### src/ptd_pkg.sv
// shared constants and codes for the periodic task dispatcher
`timescale 1ns / 1ps

package ptd_pkg;

    localparam int KIND_W      = 3;
    localparam int FIELD_W     = 8;
    localparam int STATUS_W    = 2;
    localparam int TASK_SLOT_W = 6;
    localparam int WORD_W      = 2 * FIELD_W;

    localparam logic [KIND_W-1:0] KIND_TICK    = 3'd0;
    localparam logic [KIND_W-1:0] KIND_CREATE  = 3'd1;
    localparam logic [KIND_W-1:0] KIND_DELETE  = 3'd2;
    localparam logic [KIND_W-1:0] KIND_SUSPEND = 3'd3;
    localparam logic [KIND_W-1:0] KIND_RESUME  = 3'd4;

    localparam logic [STATUS_W-1:0] ST_OK    = 2'd0;
    localparam logic [STATUS_W-1:0] ST_RANGE = 2'd1;
    localparam logic [STATUS_W-1:0] ST_BUSY  = 2'd2;

    // one slot entry: reload period in the upper byte, countdown in the lower
    typedef struct packed {
        logic [FIELD_W-1:0] period;
        logic [FIELD_W-1:0] count;
    } t_slot_word;

endpackage

### src/ptd_slot_ram.sv
// slot table memory: one write port, one registered read port
`timescale 1ns / 1ps

module ptd_slot_ram #(
    parameter int DEPTH = 8,
    parameter int AW    = 3
) (
    input  logic                       i_clk,
    input  logic                       i_wr_en,
    input  logic [AW-1:0]              i_wr_addr,
    input  ptd_pkg::t_slot_word        i_wr_data,
    input  logic                       i_rd_en,
    input  logic [AW-1:0]              i_rd_addr,
    output ptd_pkg::t_slot_word        o_rd_data
);

    ptd_pkg::t_slot_word r_mem [DEPTH];
    ptd_pkg::t_slot_word r_rd_data;

    always_ff @(posedge i_clk) begin
        if (i_wr_en) begin
            r_mem[i_wr_addr] <= i_wr_data;
        end
    end

    always_ff @(posedge i_clk) begin
        if (i_rd_en) begin
            r_rd_data <= r_mem[i_rd_addr];
        end
    end

    assign o_rd_data = r_rd_data;

endmodule

### src/periodic_task_dispatcher_core.sv
// top level of the periodic task dispatcher: command decode and tick walker
`timescale 1ns / 1ps

// A create, delete, suspend or resume request is taken when start is high and
// busy is low and answers with one result on the following cycle, so such
// requests can be issued back to back. A tick request walks the slot table in
// memory one slot a cycle, from slot 0 upward, doing a read, update and write
// back per slot, with busy high until its last result appears. Each result is
// valid for the single cycle in which o_valid is high and cannot be stalled; a
// tick gives one result per firing slot in ascending order, or one result with
// o_fired low, and o_last marks the final result of every request. No clearing
// pass is needed after reset.
module periodic_task_dispatcher_core #(
    parameter int TASK_SLOTS = 8
) (
    input  logic                               i_clk,
    input  logic                               i_rst_n,
    input  logic                               start,
    output logic                               busy,
    input  logic [ptd_pkg::KIND_W-1:0]         i_kind,
    input  logic [ptd_pkg::FIELD_W-1:0]        i_slot,
    input  logic [ptd_pkg::FIELD_W-1:0]        i_period,
    input  logic [ptd_pkg::FIELD_W-1:0]        i_first_delay,
    output logic                               o_valid,
    output logic [ptd_pkg::STATUS_W-1:0]       o_status,
    output logic                               o_fired,
    output logic [ptd_pkg::TASK_SLOT_W-1:0]    o_task_slot,
    output logic                               o_last
);

    localparam int IW = (TASK_SLOTS > 1) ? $clog2(TASK_SLOTS) : 1;
    localparam logic [IW-1:0] LAST_IDX = IW'(TASK_SLOTS - 1);

    typedef enum logic [2:0] {
        S_IDLE   = 3'b001,
        S_WALK   = 3'b010,
        S_FINISH = 3'b100
    } t_state;

    t_state r_state, n_state;
    logic [TASK_SLOTS-1:0] r_used, n_used;
    logic [TASK_SLOTS-1:0] r_ready, n_ready;
    logic                  r_rd_act, n_rd_act;
    logic [IW-1:0]         r_rd_idx, n_rd_idx;
    logic                  r_chk_v, n_chk_v;
    logic [IW-1:0]         r_chk_idx, n_chk_idx;
    logic                  r_pend, n_pend;
    logic [IW-1:0]         r_pend_idx, n_pend_idx;
    logic                  r_valid, n_valid;
    logic [ptd_pkg::STATUS_W-1:0]    r_status, n_status;
    logic                            r_fired, n_fired;
    logic [ptd_pkg::TASK_SLOT_W-1:0] r_task_slot, n_task_slot;
    logic                            r_last, n_last;

    logic                accept;
    logic                in_range;
    logic [IW-1:0]       cmd_idx;
    logic                wr_en;
    logic [IW-1:0]       wr_addr;
    ptd_pkg::t_slot_word wr_data;
    logic                rd_en;
    logic [IW-1:0]       rd_addr;
    ptd_pkg::t_slot_word rd_data;

    ptd_slot_ram #(
        .DEPTH (TASK_SLOTS),
        .AW    (IW)
    ) u_slot_ram (
        .i_clk     (i_clk),
        .i_wr_en   (wr_en),
        .i_wr_addr (wr_addr),
        .i_wr_data (wr_data),
        .i_rd_en   (rd_en),
        .i_rd_addr (rd_addr),
        .o_rd_data (rd_data)
    );

    assign busy     = (r_state != S_IDLE);
    assign accept   = start && !busy;
    assign in_range = ({1'b0, i_slot} < 9'(TASK_SLOTS));
    assign cmd_idx  = i_slot[IW-1:0];

    always_comb begin
        n_state     = r_state;
        n_used      = r_used;
        n_ready     = r_ready;
        n_rd_act    = r_rd_act;
        n_rd_idx    = r_rd_idx;
        n_chk_v     = 1'b0;
        n_chk_idx   = r_chk_idx;
        n_pend      = r_pend;
        n_pend_idx  = r_pend_idx;
        n_valid     = 1'b0;
        n_status    = ptd_pkg::ST_OK;
        n_fired     = 1'b0;
        n_task_slot = '0;
        n_last      = 1'b0;
        wr_en       = 1'b0;
        wr_addr     = cmd_idx;
        wr_data     = '{period: i_period, count: i_first_delay};
        rd_en       = 1'b0;
        rd_addr     = r_rd_idx;

        case (r_state)
            S_IDLE: begin
                if (accept) begin
                    if (i_kind == ptd_pkg::KIND_TICK) begin
                        n_rd_act = 1'b1;
                        n_rd_idx = '0;
                        n_pend   = 1'b0;
                        n_state  = S_WALK;
                    end else begin
                        n_valid = 1'b1;
                        n_last  = 1'b1;
                        case (i_kind)
                            ptd_pkg::KIND_CREATE: begin
                                if (!in_range) begin
                                    n_status = ptd_pkg::ST_RANGE;
                                end else if (r_used[cmd_idx]) begin
                                    n_status = ptd_pkg::ST_BUSY;
                                end else begin
                                    n_used[cmd_idx]  = 1'b1;
                                    n_ready[cmd_idx] = 1'b1;
                                    wr_en            = 1'b1;
                                end
                            end
                            ptd_pkg::KIND_DELETE: begin
                                if (in_range && r_used[cmd_idx]) begin
                                    n_used[cmd_idx]  = 1'b0;
                                    n_ready[cmd_idx] = 1'b0;
                                    wr_en            = 1'b1;
                                    wr_data          = '0;
                                end
                            end
                            ptd_pkg::KIND_SUSPEND: begin
                                if (in_range && r_used[cmd_idx]) begin
                                    n_ready[cmd_idx] = 1'b0;
                                end
                            end
                            ptd_pkg::KIND_RESUME: begin
                                if (in_range && r_used[cmd_idx]) begin
                                    n_ready[cmd_idx] = 1'b1;
                                end
                            end
                            default: begin
                            end
                        endcase
                    end
                end
            end
            S_WALK: begin
                // read stage: one slot address per cycle
                rd_en     = r_rd_act;
                n_chk_v   = r_rd_act;
                n_chk_idx = r_rd_idx;
                if (r_rd_act) begin
                    if (r_rd_idx == LAST_IDX) begin
                        n_rd_act = 1'b0;
                    end else begin
                        n_rd_idx = r_rd_idx + IW'(1);
                    end
                end
                // update stage: writes back the slot read in the previous cycle, if it is used and ready
                if (r_chk_v) begin
                    wr_addr = r_chk_idx;
                    if (r_used[r_chk_idx] && r_ready[r_chk_idx]) begin
                        wr_en = 1'b1;
                        if (rd_data.count == '0) begin
                            wr_data = '{period: rd_data.period, count: rd_data.period};
                            // a fire is held back until the next one shows it was not last
                            if (r_pend) begin
                                n_valid     = 1'b1;
                                n_fired     = 1'b1;
                                n_task_slot = ptd_pkg::TASK_SLOT_W'(r_pend_idx);
                            end
                            n_pend     = 1'b1;
                            n_pend_idx = r_chk_idx;
                        end else begin
                            wr_data = '{period: rd_data.period,
                                        count: rd_data.count - ptd_pkg::FIELD_W'(1)};
                        end
                    end
                    if (r_chk_idx == LAST_IDX) begin
                        n_state = S_FINISH;
                    end
                end
            end
            S_FINISH: begin
                n_valid = 1'b1;
                n_last  = 1'b1;
                n_fired = r_pend;
                if (r_pend) begin
                    n_task_slot = ptd_pkg::TASK_SLOT_W'(r_pend_idx);
                end
                n_pend  = 1'b0;
                n_state = S_IDLE;
            end
            default: begin
                n_state = S_IDLE;
            end
        endcase
    end

    always_ff @(posedge i_clk) begin
        if (!i_rst_n) begin
            r_state  <= S_IDLE;
            r_used   <= '0;
            r_ready  <= '0;
            r_rd_act <= 1'b0;
            r_chk_v  <= 1'b0;
            r_pend   <= 1'b0;
            r_valid  <= 1'b0;
        end else begin
            r_state  <= n_state;
            r_used   <= n_used;
            r_ready  <= n_ready;
            r_rd_act <= n_rd_act;
            r_chk_v  <= n_chk_v;
            r_pend   <= n_pend;
            r_valid  <= n_valid;
        end
    end

    always_ff @(posedge i_clk) begin
        r_rd_idx    <= n_rd_idx;
        r_chk_idx   <= n_chk_idx;
        r_pend_idx  <= n_pend_idx;
        r_status    <= n_status;
        r_fired     <= n_fired;
        r_task_slot <= n_task_slot;
        r_last      <= n_last;
    end

    assign o_valid     = r_valid;
    assign o_status    = r_status;
    assign o_fired     = r_fired;
    assign o_task_slot = r_task_slot;
    assign o_last      = r_last;

endmodule
### config.mk
export PLATFORM = sky130hd
export DESIGN_NAME = periodic_task_dispatcher_core
export DESIGN_NICKNAME = d
export VERILOG_FILES = /design/src/ptd_pkg.sv /design/src/ptd_slot_ram.sv /design/src/periodic_task_dispatcher_core.sv
export SDC_FILE = /design/constraint.sdc
export NUM_CORES = 1
export LEC_CHECK = 0
export CAP_MARGIN = 20
export CORE_UTILIZATION = 63
export DETAILED_ROUTE_END_ITERATION = 8
export DONT_BUFFER_PORTS = 1
export PLACE_DENSITY = 0.82
export SYNTH_ARGS = -nofsm -noshare
export SYNTH_HDL_FRONTEND = slang
export SYNTH_SLANG_ARGS = --single-unit
export TNS_END_PERCENT = 5
### constraint.sdc
create_clock -name i_clk -period 3.55 [get_ports i_clk]
set_clock_uncertainty 0.2 [all_clocks]
set_input_delay 0.1775 -clock i_clk [delete_from_list [all_inputs] [get_ports i_clk]]
set_output_delay 0.1775 -clock i_clk [all_outputs]
set_load 0.05 [all_outputs]
==> results.py, run 1 <==
metrics = {
    "sta": {
        "min_period_ns": 3.392,
        "tightest_slew_ns": 0.9323,
        "hold_viol": 0,
        "setup_ws_ns": 0.1578,
        "fin_hold_ws_ns": 0.03322,
        "min_period_over_period_pct": 95.56,
        "finalSetupTns_ns": 0,
        "slew_headroom_pct": 37.85,
        "setup_viol": 0,
        "rsz0062_at_grt": "no",
        "slew_viol_final": 0,
        "fmax_mhz": 294.8,
    },
    "setup_path": {
        "path_common_cell": "dlygate4sd3_1",
        "r2r_cells": 7,
        "crit_slowest_cell": "dlygate4sd3_1",
        "r2r_start": "u_slot_ram.o_rd_data[0]",
        "rrSetupSlack_ns": 0.38,
        "crit_chain": "dlygate4sd3_1 > or4_4 > dlygate4sd3_1 > or4b_4 > nor3_1 > o21ai_1 > a21oi_2 > buf_4",
        "cp-end-kind": "flop",
        "slowest_delay_ns": 0.58,
        "r2r-end": "u_slot_ram.r_mem[0][1]",
        "worstPathMaxFanout": 16,
        "start_kind": "input port",
        "cp.arrival_ns": 3.30,
        "cp.required_ns": 3.45,
        "crit_type": "in2reg",
    },
    "floorplanning": {
        "io_pins": 42,
        "start_util_pct": 65.56,
        "num_rows": 39,
        "dieArea_um2": 12480,
        "die_h_um": 111.7,
        "die_w_um": 111.7,
        "core_um2": 11560,
    },
    "pwr": {
        "vdd_drop_max_uv": 466.4,
        "p_leak_nw": 2.812,
        "pwr_density_cell_nw_per_um2": 529.5,
        "total_power_mw": 4.578,
    },
    "worst_hold_path": {
        "whs_path_depth": 5,
        "hold_class": "in2reg",
        "hold_start": "i_kind[0]",
        "hold_end": "r_rd_act",
    },
    "drt": {
        "drt_iter0_markers": 524,
        "firstDrtPassIters": 7,
        "drcViolationCount": 4,
        "vias": 4460,
        "detail_route.wl_per_cell_um": 23.09,
        "drtAntennaViolNets": 0,
        "wl_um": 15420,
        "viasPerCell": 6.677,
    },
    "clocking": {
        "cts_max_level": 4,
        "worstSkewPairLatency_ns": 0.43,
        "clock-sinks": 183,
        "clockBufferDepth": 2,
        "cts.clk_slew.worst_paths_ns": 0.06,
        "cts_inserted_buffers": 17,
        "cts_setup_buffers": 0,
        "cts_tree": "done",
        "root_buffer": "clkbuf_16",
    },
    "grt": {
        "grt_use_total_pct": 27.27,
        "antenna_found_initial": 1,
        "grt_pass1_vias": 4519,
        "grt_start_max_net_pins": 36,
        "grt_pass1_wl_um": 24440,
        "overflow": 0,
    },
    "finish": {
        "regArea_um2": 5195,
        "fillerInstances": 643,
        "drive_above_1_share_pct": 20.04,
        "layout_common_cells": "edfxtp_1 (153), mux4_2 (34), dlygate4sd3_1 (33)",
        "final_cells": 668,
        "final_cell_area_um2": 8646,
        "fin_util_pct": 74.76,
        "multiInputGateArea_um2": 2261,
        "fin_nets": 544,
        "areaGrowthSynthToFinish_pct": 14.03,
        "final_common_cell": "edfxtp_1",
    },
    "synthesis": {
        "avgSynthCellArea_um2": 16.10,
        "yosys_warnings": 0,
        "netlist_area_um2": 7582,
        "ys_async_sr_fraction_pct": 0,
        "yosysSeqAreaShare_pct": 68.51,
        "ys.flop_type": "edfxtp_1",
        "yosys_register_bits": 183,
        "synthesis.instances": 471,
        "synth_cell_type_count": 51,
        "synth-edff-count": 153,
    },
    "job": {
        "cap_violations": 0,
    },
    "placement": {
        "dpl_cell_area_um2": 7777,
        "numPortBuffers": 0,
        "dp.cells": 602,
        "routabilityCongestion": 0.8421,
        "dp_hpwl_um": 9306,
        "place_ws_ns": 0.4884,
    },
    "status": {
        "failed_checks": "design-rule violations",
        "status": "finished, violations left",
    },
}
==> worst max-delay path: cells and delay by family <==
family	cells	cell delay (ns)
AND/OR/NAND/NOR	3	1.19
AO/OA/AOI/OAI	2	0.48
buffers and inverters	3	1.43
==> cell usage after synthesis (all sizes together) (2+ instances only) <==
| cell type | n | area, µm² |
|---|---|---|
| edfxtp | 153 | 4594 |
| mux4 | 34 | 765.7 |
| dfxtp | 30 | 600.6 |
| o21ai | 25 | 125.1 |
| nand2 | 21 | 78.83 |
| mux2 | 18 | 202.7 |
| nor2 | 18 | 67.56 |
| o211ai | 17 | 127.6 |
| clkbuf | 15 | 56.30 |
| a21oi | 14 | 81.33 |
| buf | 12 | 68.81 |
| inv | 12 | 45.04 |
| a22o | 10 | 87.58 |
| nor3 | 9 | 45.04 |
| nand3 | 8 | 40.04 |
| o31ai | 8 | 60.06 |
| a31oi | 6 | 37.54 |
| o2bb2ai | 6 | 52.55 |
| and2 | 5 | 31.28 |
| nor3b | 5 | 37.54 |
| nand3b | 4 | 30.03 |
| ha | 3 | 37.54 |
| nor4 | 3 | 18.77 |
| o2111ai | 3 | 26.28 |
| or3 | 3 | 18.77 |
| or4 | 3 | 26.27 |
| xor2 | 3 | 26.28 |
| a41oi | 2 | 17.52 |
| nand2b | 2 | 12.51 |
| nor2b | 2 | 12.51 |
| or4b | 2 | 23.77 |
| xnor2 | 2 | 17.52 |
==> metal layers <==
metal	share of wire, %	vias up	global-route usage (%)
met5	0	-	0
met4	2.0	0	11.62
met3	8.3	28	7.676
met2	51	225	44.51
met1	39	2233	34.60
li1	-	1974	-
==> cell families after synthesis <==
kind of cell | after synthesis | synth area share (%)
AO/OA/AOI/OAI | 97 | 8.796
XOR/XNOR | 5 | 0.5777
adder cells (fa/ha/maj) | 3 | 0.4951
buffers and inverters | 39 | 2.244
flip-flops | 183 | 68.51
multiplexers | 52 | 12.77
other | 1 | 0.04946
AND/OR/NAND/NOR | 91 | 6.551
==> area by class of cell <==
| cell class | count | share of cell area (%) |
|---|---|---|
| Tap cell | 143 | 2.069 |
| Clock inverter | 12 | 1.143 |
| Clock buffer | 20 | 5.051 |
| Multi-Input combinational cell | 251 | 26.15 |
| Antenna cell | 1 | 0.02894 |
| Timing Repair Buffer | 46 | 4.949 |
| Inverter | 12 | 0.5210 |
| Sequential cell | 183 | 60.09 |
==> state kept, by name, indices dropped and copies added, names as in the netlist, named ones only <==
name / flops
o_task_slot: 3
r_chk_v: 1
r_rd_idx: 3
r_pend: 1
r_chk_idx: 3
r_rd_act: 1
o_status: 2
o_fired: 1
r_state: 3
o_last: 1
o_valid: 1
r_pend_idx: 3
u_slot_ram.r_mem: 128
u_slot_ram.o_rd_data: 16
==> worst max path at each step <==
stage / start / endpoint / slack (ns) / depth (start not counted)
floorplan: i_slot[1] / u_slot_ram.r_mem[2][0] / 0.48 / 6
global placement: u_slot_ram.o_rd_data[0] / u_slot_ram.r_mem[5][1] / 0.65 / 7
detailed placement: u_slot_ram.o_rd_data[0] / u_slot_ram.r_mem[0][0] / 0.49 / 7
CTS: i_slot[3] / u_slot_ram.r_mem[2][11] / 0.08 / 8
global route: i_slot[3] / u_slot_ram.r_mem[2][12] / 0.1 / 8
finish: i_slot[3] / u_slot_ram.r_mem[2][11] / 0.16 / 8
==> repair_timing <==
action / 4_1_cts / 5_1_grt
setup endpoints to repair: 0 / 16
hold buffers: 33 / 0
hold endpoints to repair: 154 / 0
resized for setup: 0 / 1
==> power by group <==
part	switching, mW	internal, mW
Sequential	0.0491	2.36
Clock	0.754	0.962
Combinational	0.220	0.231
Total	1.02	3.55
Power figures use the tool's default switching activity.
==> inputs of run 2 (changes only) <==
- CORE_MARGIN: not set -> 2
- clock period: 3.55 -> 3.8 ns (I/O delays scaled with it)
==> run 2 against run 1 <==
Largest cell class unchanged. Cell area grew 0.32%. Sequential share of layout area shrank 0.19 points. Non-clock buffer count is the same. Wire length grew 5.4%. Power shrank 4.2%. First-iteration DRC count grew 10%. Sequential power shrank 6%. Critical path type unchanged. Final cell count grew 0.30%. The run now ends clean. Register-to-register slack gained 0.25 ns.
==> results.py, run 2 (synthesis results as in run 1) <==
metrics = {
    "finish": {
        "layout_common_cells": "edfxtp_1 (153), mux4_2 (34), dlygate4sd3_1 (33)",
        "final_common_cell": "edfxtp_1",
        "largest_reg_flops": 128,
        "diodes": 0,
        "areaGrowthSynthToFinish_pct": 14.39,
        "drive_above_1_share_pct": 19.89,
        "fin_nets": 544,
        "largest_register": "u_slot_ram.r_mem",
        "fin_util_pct": 73.12,
    },
    "drt": {
        "vias": 4534,
        "firstDrtPassIters": 5,
        "viasPerCell": 6.767,
        "drt_iter0_markers": 577,
        "drcViolationCount": 0,
        "drtAntennaViolNets": 0,
        "wl_um": 16250,
        "detail_route.wl_per_cell_um": 24.26,
    },
    "setup_path": {
        "r2r_start": "u_slot_ram.o_rd_data[0]",
        "cp-end-kind": "flop",
        "cp.arrival_ns": 3.42,
        "crit_start": "i_slot[3]",
        "r2r_cells": 7,
        "worstPathMaxFanout": 16,
        "start_kind": "input port",
        "crit_type": "in2reg",
        "rrSetupSlack_ns": 0.63,
        "r2r-end": "u_slot_ram.r_mem[1][1]",
        "cp.required_ns": 3.71,
    },
    "sta": {
        "min_period_ns": 3.503,
        "min_period_over_period_pct": 92.19,
        "finalSetupTns_ns": 0,
        "slew_viol_final": 0,
        "tightest_slew_ns": 0.9557,
        "setup_viol": 0,
        "rsz0062_at_grt": "no",
        "fmax_mhz": 285.5,
        "slew_headroom_pct": 36.29,
        "hold_viol": 0,
    },
    "pwr": {
        "p_leak_nw": 2.821,
        "pwr_density_cell_nw_per_um2": 505.6,
        "vdd_drop_max_uv": 484.5,
    },
    "grt": {
        "grt_start_max_net_pins": 36,
        "grt_use_total_pct": 27.15,
        "overflow": 0,
        "grt_pass1_wl_um": 25380,
        "antenna_found_initial": 0,
        "grt_pass1_vias": 4741,
    },
    "floorplanning": {
        "start_util_pct": 63.92,
        "die_h_um": 113.7,
        "io_pins": 42,
        "dieArea_um2": 12930,
        "num_rows": 40,
        "core_um2": 11860,
        "die_w_um": 113.7,
    },
    "clocking": {
        "cts_tree": "done",
        "cts_resized": 0,
        "cts.clk_slew.worst_paths_ns": 0.07,
        "cts_max_level": 4,
        "cts_setup_buffers": 0,
        "cts_inserted_buffers": 17,
        "root_buffer": "clkbuf_16",
        "worstSkewPairLatency_ns": 0.44,
        "clockBufferDepth": 2,
        "clock-sinks": 183,
    },
    "placement": {
        "dp_hpwl_um": 9443,
        "routabilityCongestion": 0.8182,
        "numPortBuffers": 0,
    },
    "worst_hold_path": {
        "hold_start": "i_slot[0]",
        "hold_class": "in2reg",
        "whs_path_depth": 3,
        "hold_end": "o_status[1]",
    },
    "job": {
        "cap_violations": 0,
    },
    "status": {
        "status": "finished, final reports clean",
    },
}
[run 2: cell types whose count changed in the layout (fill, tap and decap cells not counted)]
cell and delta:
o21ai_0 +1, inv_6 -2, o21ai_1 -1, bufinv_16 +1
diode_2 -1, inv_8 +2, clkinv_2 -2
[run 2: how the worst max path moves through the flow]
stage / slack [ns] / cells past startpoint / end
global route: 0.11 / 8 / u_slot_ram.r_mem[6][15]
CTS: 0.36 / 8 / u_slot_ram.r_mem[7][9]
detailed placement: 0.72 / 7 / u_slot_ram.r_mem[4][3]
finish: 0.30 / 8 / u_slot_ram.r_mem[7][2]
global placement: 0.91 / 6 / u_slot_ram.r_mem[6][10]
floorplan: 0.72 / 6 / u_slot_ram.r_mem[2][0]
[run 2: final cells by class]
type | instances | area [µm²]
clock buffer | 20 | 436.7
fill | 689 | 3188
clock inverter | 11 | 123.9
multi-input combinational | 251 | 2261
tap | 147 | 183.9
timing repair buffer | 46 | 427.9
sequential | 183 | 5195
inverter | 12 | 45.04
[run 2: layer usage]
layer | wire [µm] | vias to the layer above | track usage [%] | share of wire [%]
li1 | - | 1972 | - | -
met1 | 6374 | 2274 | 34.79 | 39
met2 | 8117 | 244 | 43.87 | 50
met3 | 1344 | 44 | 9.033 | 8.3
met4 | 417 | 0 | 10.24 | 2.6
met5 | 0 | - | 0 | 0
[run 2: critical path, stage by stage]
cell,delay [ns]
dlygate4sd3_1,0.54
or4_4,0.43
dlygate4sd3_1,0.59
or4b_4,0.54
nor3_1,0.20
o21ai_0,0.34
a21oi_2,0.27
buf_4,0.31
[run 2: repair_timing]
item | 4_1_cts | 5_1_grt
hold endpoints to repair | 154 | 0
hold buffers | 33 | 0
endpoints found under the setup margin | 0 | 0
[run 2: per-stage QoR]
step / hold WS [ns] / total power, mW / area, µm² / instances / setup slack (ns)
final: 0.01339 / 4.386 / 8673 / 670 / 0.2969
after global routing: 0.01829 / 4.518 / 8673 / 670 / 0.1098
after CTS: 0.001065 / 4.399 / 8673 / 670 / 0.3609
after detailed placement: 0.08785 / 2.687 / 7782 / 606 / 0.7190
after global placement: 0.08445 / 2.670 / 7782 / 606 / 0.9078
after floorplan: 0.1698 / 2.617 / 7590 / 473 / 0.7195
[run 2: power by group]
group / internal [mW] / switching (mW) / leakage [nW] / total (mW)
Sequential: 2.21 / 0.0575 / 1.62 / 2.26
Clock: 0.968 / 0.737 / 0.271 / 1.71
Combinational: 0.216 / 0.201 / 0.931 / 0.417
Total: 3.39 / 0.996 / 2.82 / 4.39
==> inputs of run 3 (changes only) <==
- BUFFER_PORTS_ARGS: not set -> -buffer_cell sky130_fd_sc_hd__buf_2
- CORE_UTILIZATION: 63 -> 60
- CTS_CLUSTER_SIZE: not set -> 12
- DONT_BUFFER_PORTS: 1 -> not set
==> run 3 against run 2 <==
Wire length shrank 6.0%. Count of clock-buffer cells in the layout shrank 3. Flip-flop and latch count is the same. Combinational power grew 4%. Sequential power is essentially flat. Via count shrank 2.6%. Critical endpoint is now u_slot_ram.r_mem[3][14]. Largest power group unchanged.
==> results.py, run 3 (synthesis results as in run 1) <==
metrics = {
    "status": {
        "status": "finished, final reports clean",
    },
    "finish": {
        "largest_reg_flops": 128,
        "final_common_cell": "edfxtp_1",
        "fin_nets": 559,
        "regArea_um2": 5195,
        "diodes": 0,
        "areaGrowthSynthToFinish_pct": 15.64,
        "fillerInstances": 792,
        "layout_common_cells": "edfxtp_1 (153), buf_2 (38), mux4_2 (34)",
        "final_cells": 711,
        "largest_register": "u_slot_ram.r_mem",
        "drive_above_1_share_pct": 27.83,
        "multiInputGateArea_um2": 2261,
    },
    "drt": {
        "drt_iter0_markers": 603,
        "dr_wl_met2_um": 7560,
        "detail_route.wl_per_cell_um": 21.48,
        "wl_met3_um": 1096,
        "viasPerCell": 6.214,
        "drcViolationCount": 0,
        "drtAntennaViolNets": 0,
        "routed.top_layer": "met4",
        "vias": 4418,
        "firstDrtPassIters": 5,
        "wl_met1_um": 6432,
        "wl_um": 15270,
    },
    "floorplanning": {
        "start_util_pct": 60.83,
        "die_w_um": 116.4,
        "die_h_um": 116.4,
        "dieArea_um2": 13550,
        "num_rows": 41,
        "core_um2": 12470,
        "io_pins": 42,
    },
    "placement": {
        "numPortBuffers": 38,
        "routabilityCongestion": 0.8685,
        "dp_hpwl_um": 9430,
        "dp.cells": 667,
    },
    "job": {
        "cap_violations": 0,
    },
    "sta": {
        "slew_headroom_pct": 34.69,
        "fin_hold_ws_ns": 0.02979,
        "min_period_over_period_pct": 86.02,
        "fmax_mhz": 305.9,
        "hold_viol": 0,
        "rsz0062_at_grt": "no",
        "slew_viol_final": 0,
        "tightest_slew_ns": 0.9797,
        "min_period_ns": 3.269,
        "finalSetupTns_ns": 0,
        "setup_viol": 0,
    },
    "clocking": {
        "worstSkewPairLatency_ns": 0.43,
        "root_buffer": "clkbuf_16",
        "clock-sinks": 183,
        "cts.clk_slew.worst_paths_ns": 0.06,
        "cts_resized": 0,
        "clockBufferDepth": 2,
        "cts_max_level": 4,
        "cts_tree": "done",
        "cts_setup_buffers": 0,
        "cts_inserted_buffers": 17,
    },
    "worst_hold_path": {
        "whs_path_depth": 3,
        "hold_class": "in2reg",
        "hold_start": "i_slot[1]",
    },
    "pwr": {
        "pwr_density_cell_nw_per_um2": 523.6,
        "p_leak_nw": 2.945,
        "vdd_drop_max_uv": 419.4,
    },
    "setup_path": {
        "cp.arrival_ns": 3.26,
        "cp-end-kind": "flop",
        "start_kind": "flop",
        "cp.required_ns": 3.79,
        "slowest_delay_ns": 0.74,
        "crit_type": "reg2reg",
        "crit_chain": "mux2_2 > mux4_2 > o2111a_1 > o21ai_0 > a21oi_2 > buf_6",
        "crit_slowest_cell": "o21ai_0",
        "r2r_cells": 6,
        "worstPathMaxFanout": 9,
        "r2r-end": "u_slot_ram.r_mem[3][14]",
        "rrSetupSlack_ns": 0.53,
    },
    "grt": {
        "overflow": 0,
        "grt_pass1_wl_um": 23620,
        "grt_use_total_pct": 24.44,
        "grt_start_max_net_pins": 34,
        "grt_pass1_vias": 4290,
        "antenna_found_initial": 0,
    },
}
-- run 3: cell types whose count changed in the layout (fill, tap and decap cells not counted), sizes merged, moves of 3 or more --
cell         before  now
clkinv            4    7
dlygate4sd3      33    8
clkbuf           20   17
buf              13   53
bufinv            2    5
-- run 3: worst max-delay path: cells and delay by family (launching register included) --
family / cells / cell delay, ns
flip-flops: 1 / 0.33
buffers and inverters: 1 / 0.25
AO/OA/AOI/OAI: 3 / 1.42
multiplexers: 2 / 0.82
-- run 3: where the power goes --
group / internal [mW] / switching [mW] / total, mW
logic: 0.217 / 0.218 / 0.435
clock network: 1.17 / 0.733 / 1.90
registers: 2.21 / 0.0462 / 2.25
total: 3.59 / 0.997 / 4.59
-- run 3: cell type report --
cell class / count / area share (%)
flip-flops and latches: 183 / 59.25
well taps: 172 / 2.454
inverters: 12 / 0.5137
clock buffers: 17 / 4.852
repair buffers: 61 / 4.580
clock inverters: 15 / 2.568
multi-input cells: 251 / 25.78
-- run 3: metrics by stage --
| stage | power, mW | util, % | cell area, µm² | worst slack (ns) |
|---|---|---|---|---|
| 2_1_floorplan | 2.617 | - | 7590 | 0.7195 |
| 3_3_place_gp | 2.706 | 64.09 | 7989 | 0.3746 |
| 3_5_place_dp | 2.721 | 64.09 | 7989 | 0.2744 |
| 4_1_cts | 4.613 | 69.95 | 8720 | 0.3906 |
| 5_1_grt | 4.743 | 70.34 | 8768 | 0.3536 |
| 6_report | 4.591 | 70.34 | 8768 | 0.5313 |
-- run 3: how the worst max path moves through the flow --
stage                     depth (start not counted)                       to  startpoint
after CTS                                         5   u_slot_ram.r_mem[6][0]  r_state[0]
final                                             6  u_slot_ram.r_mem[3][14]        flop
after global placement                            6  u_slot_ram.r_mem[7][14]   i_slot[6]
after floorplan                                   6   u_slot_ram.r_mem[2][0]   i_slot[1]
after global routing                              6   u_slot_ram.r_mem[7][5]  r_state[0]
after detailed placement                          6  u_slot_ram.r_mem[7][14]   i_slot[6]
-- run 3: routing by layer --
metal	vias to the layer above	global-route usage [%]
met5	-	0
met4	0	8.175
met3	18	6.279
met2	200	38.80
met1	2196	33.64
li1	2004	-
-- run 3: repair_timing --
item | 4_1_cts | 5_1_grt
hold buffers | 8 | 0
setup endpoints to repair | 0 | 0
hold endpoints to repair | 6 | 0
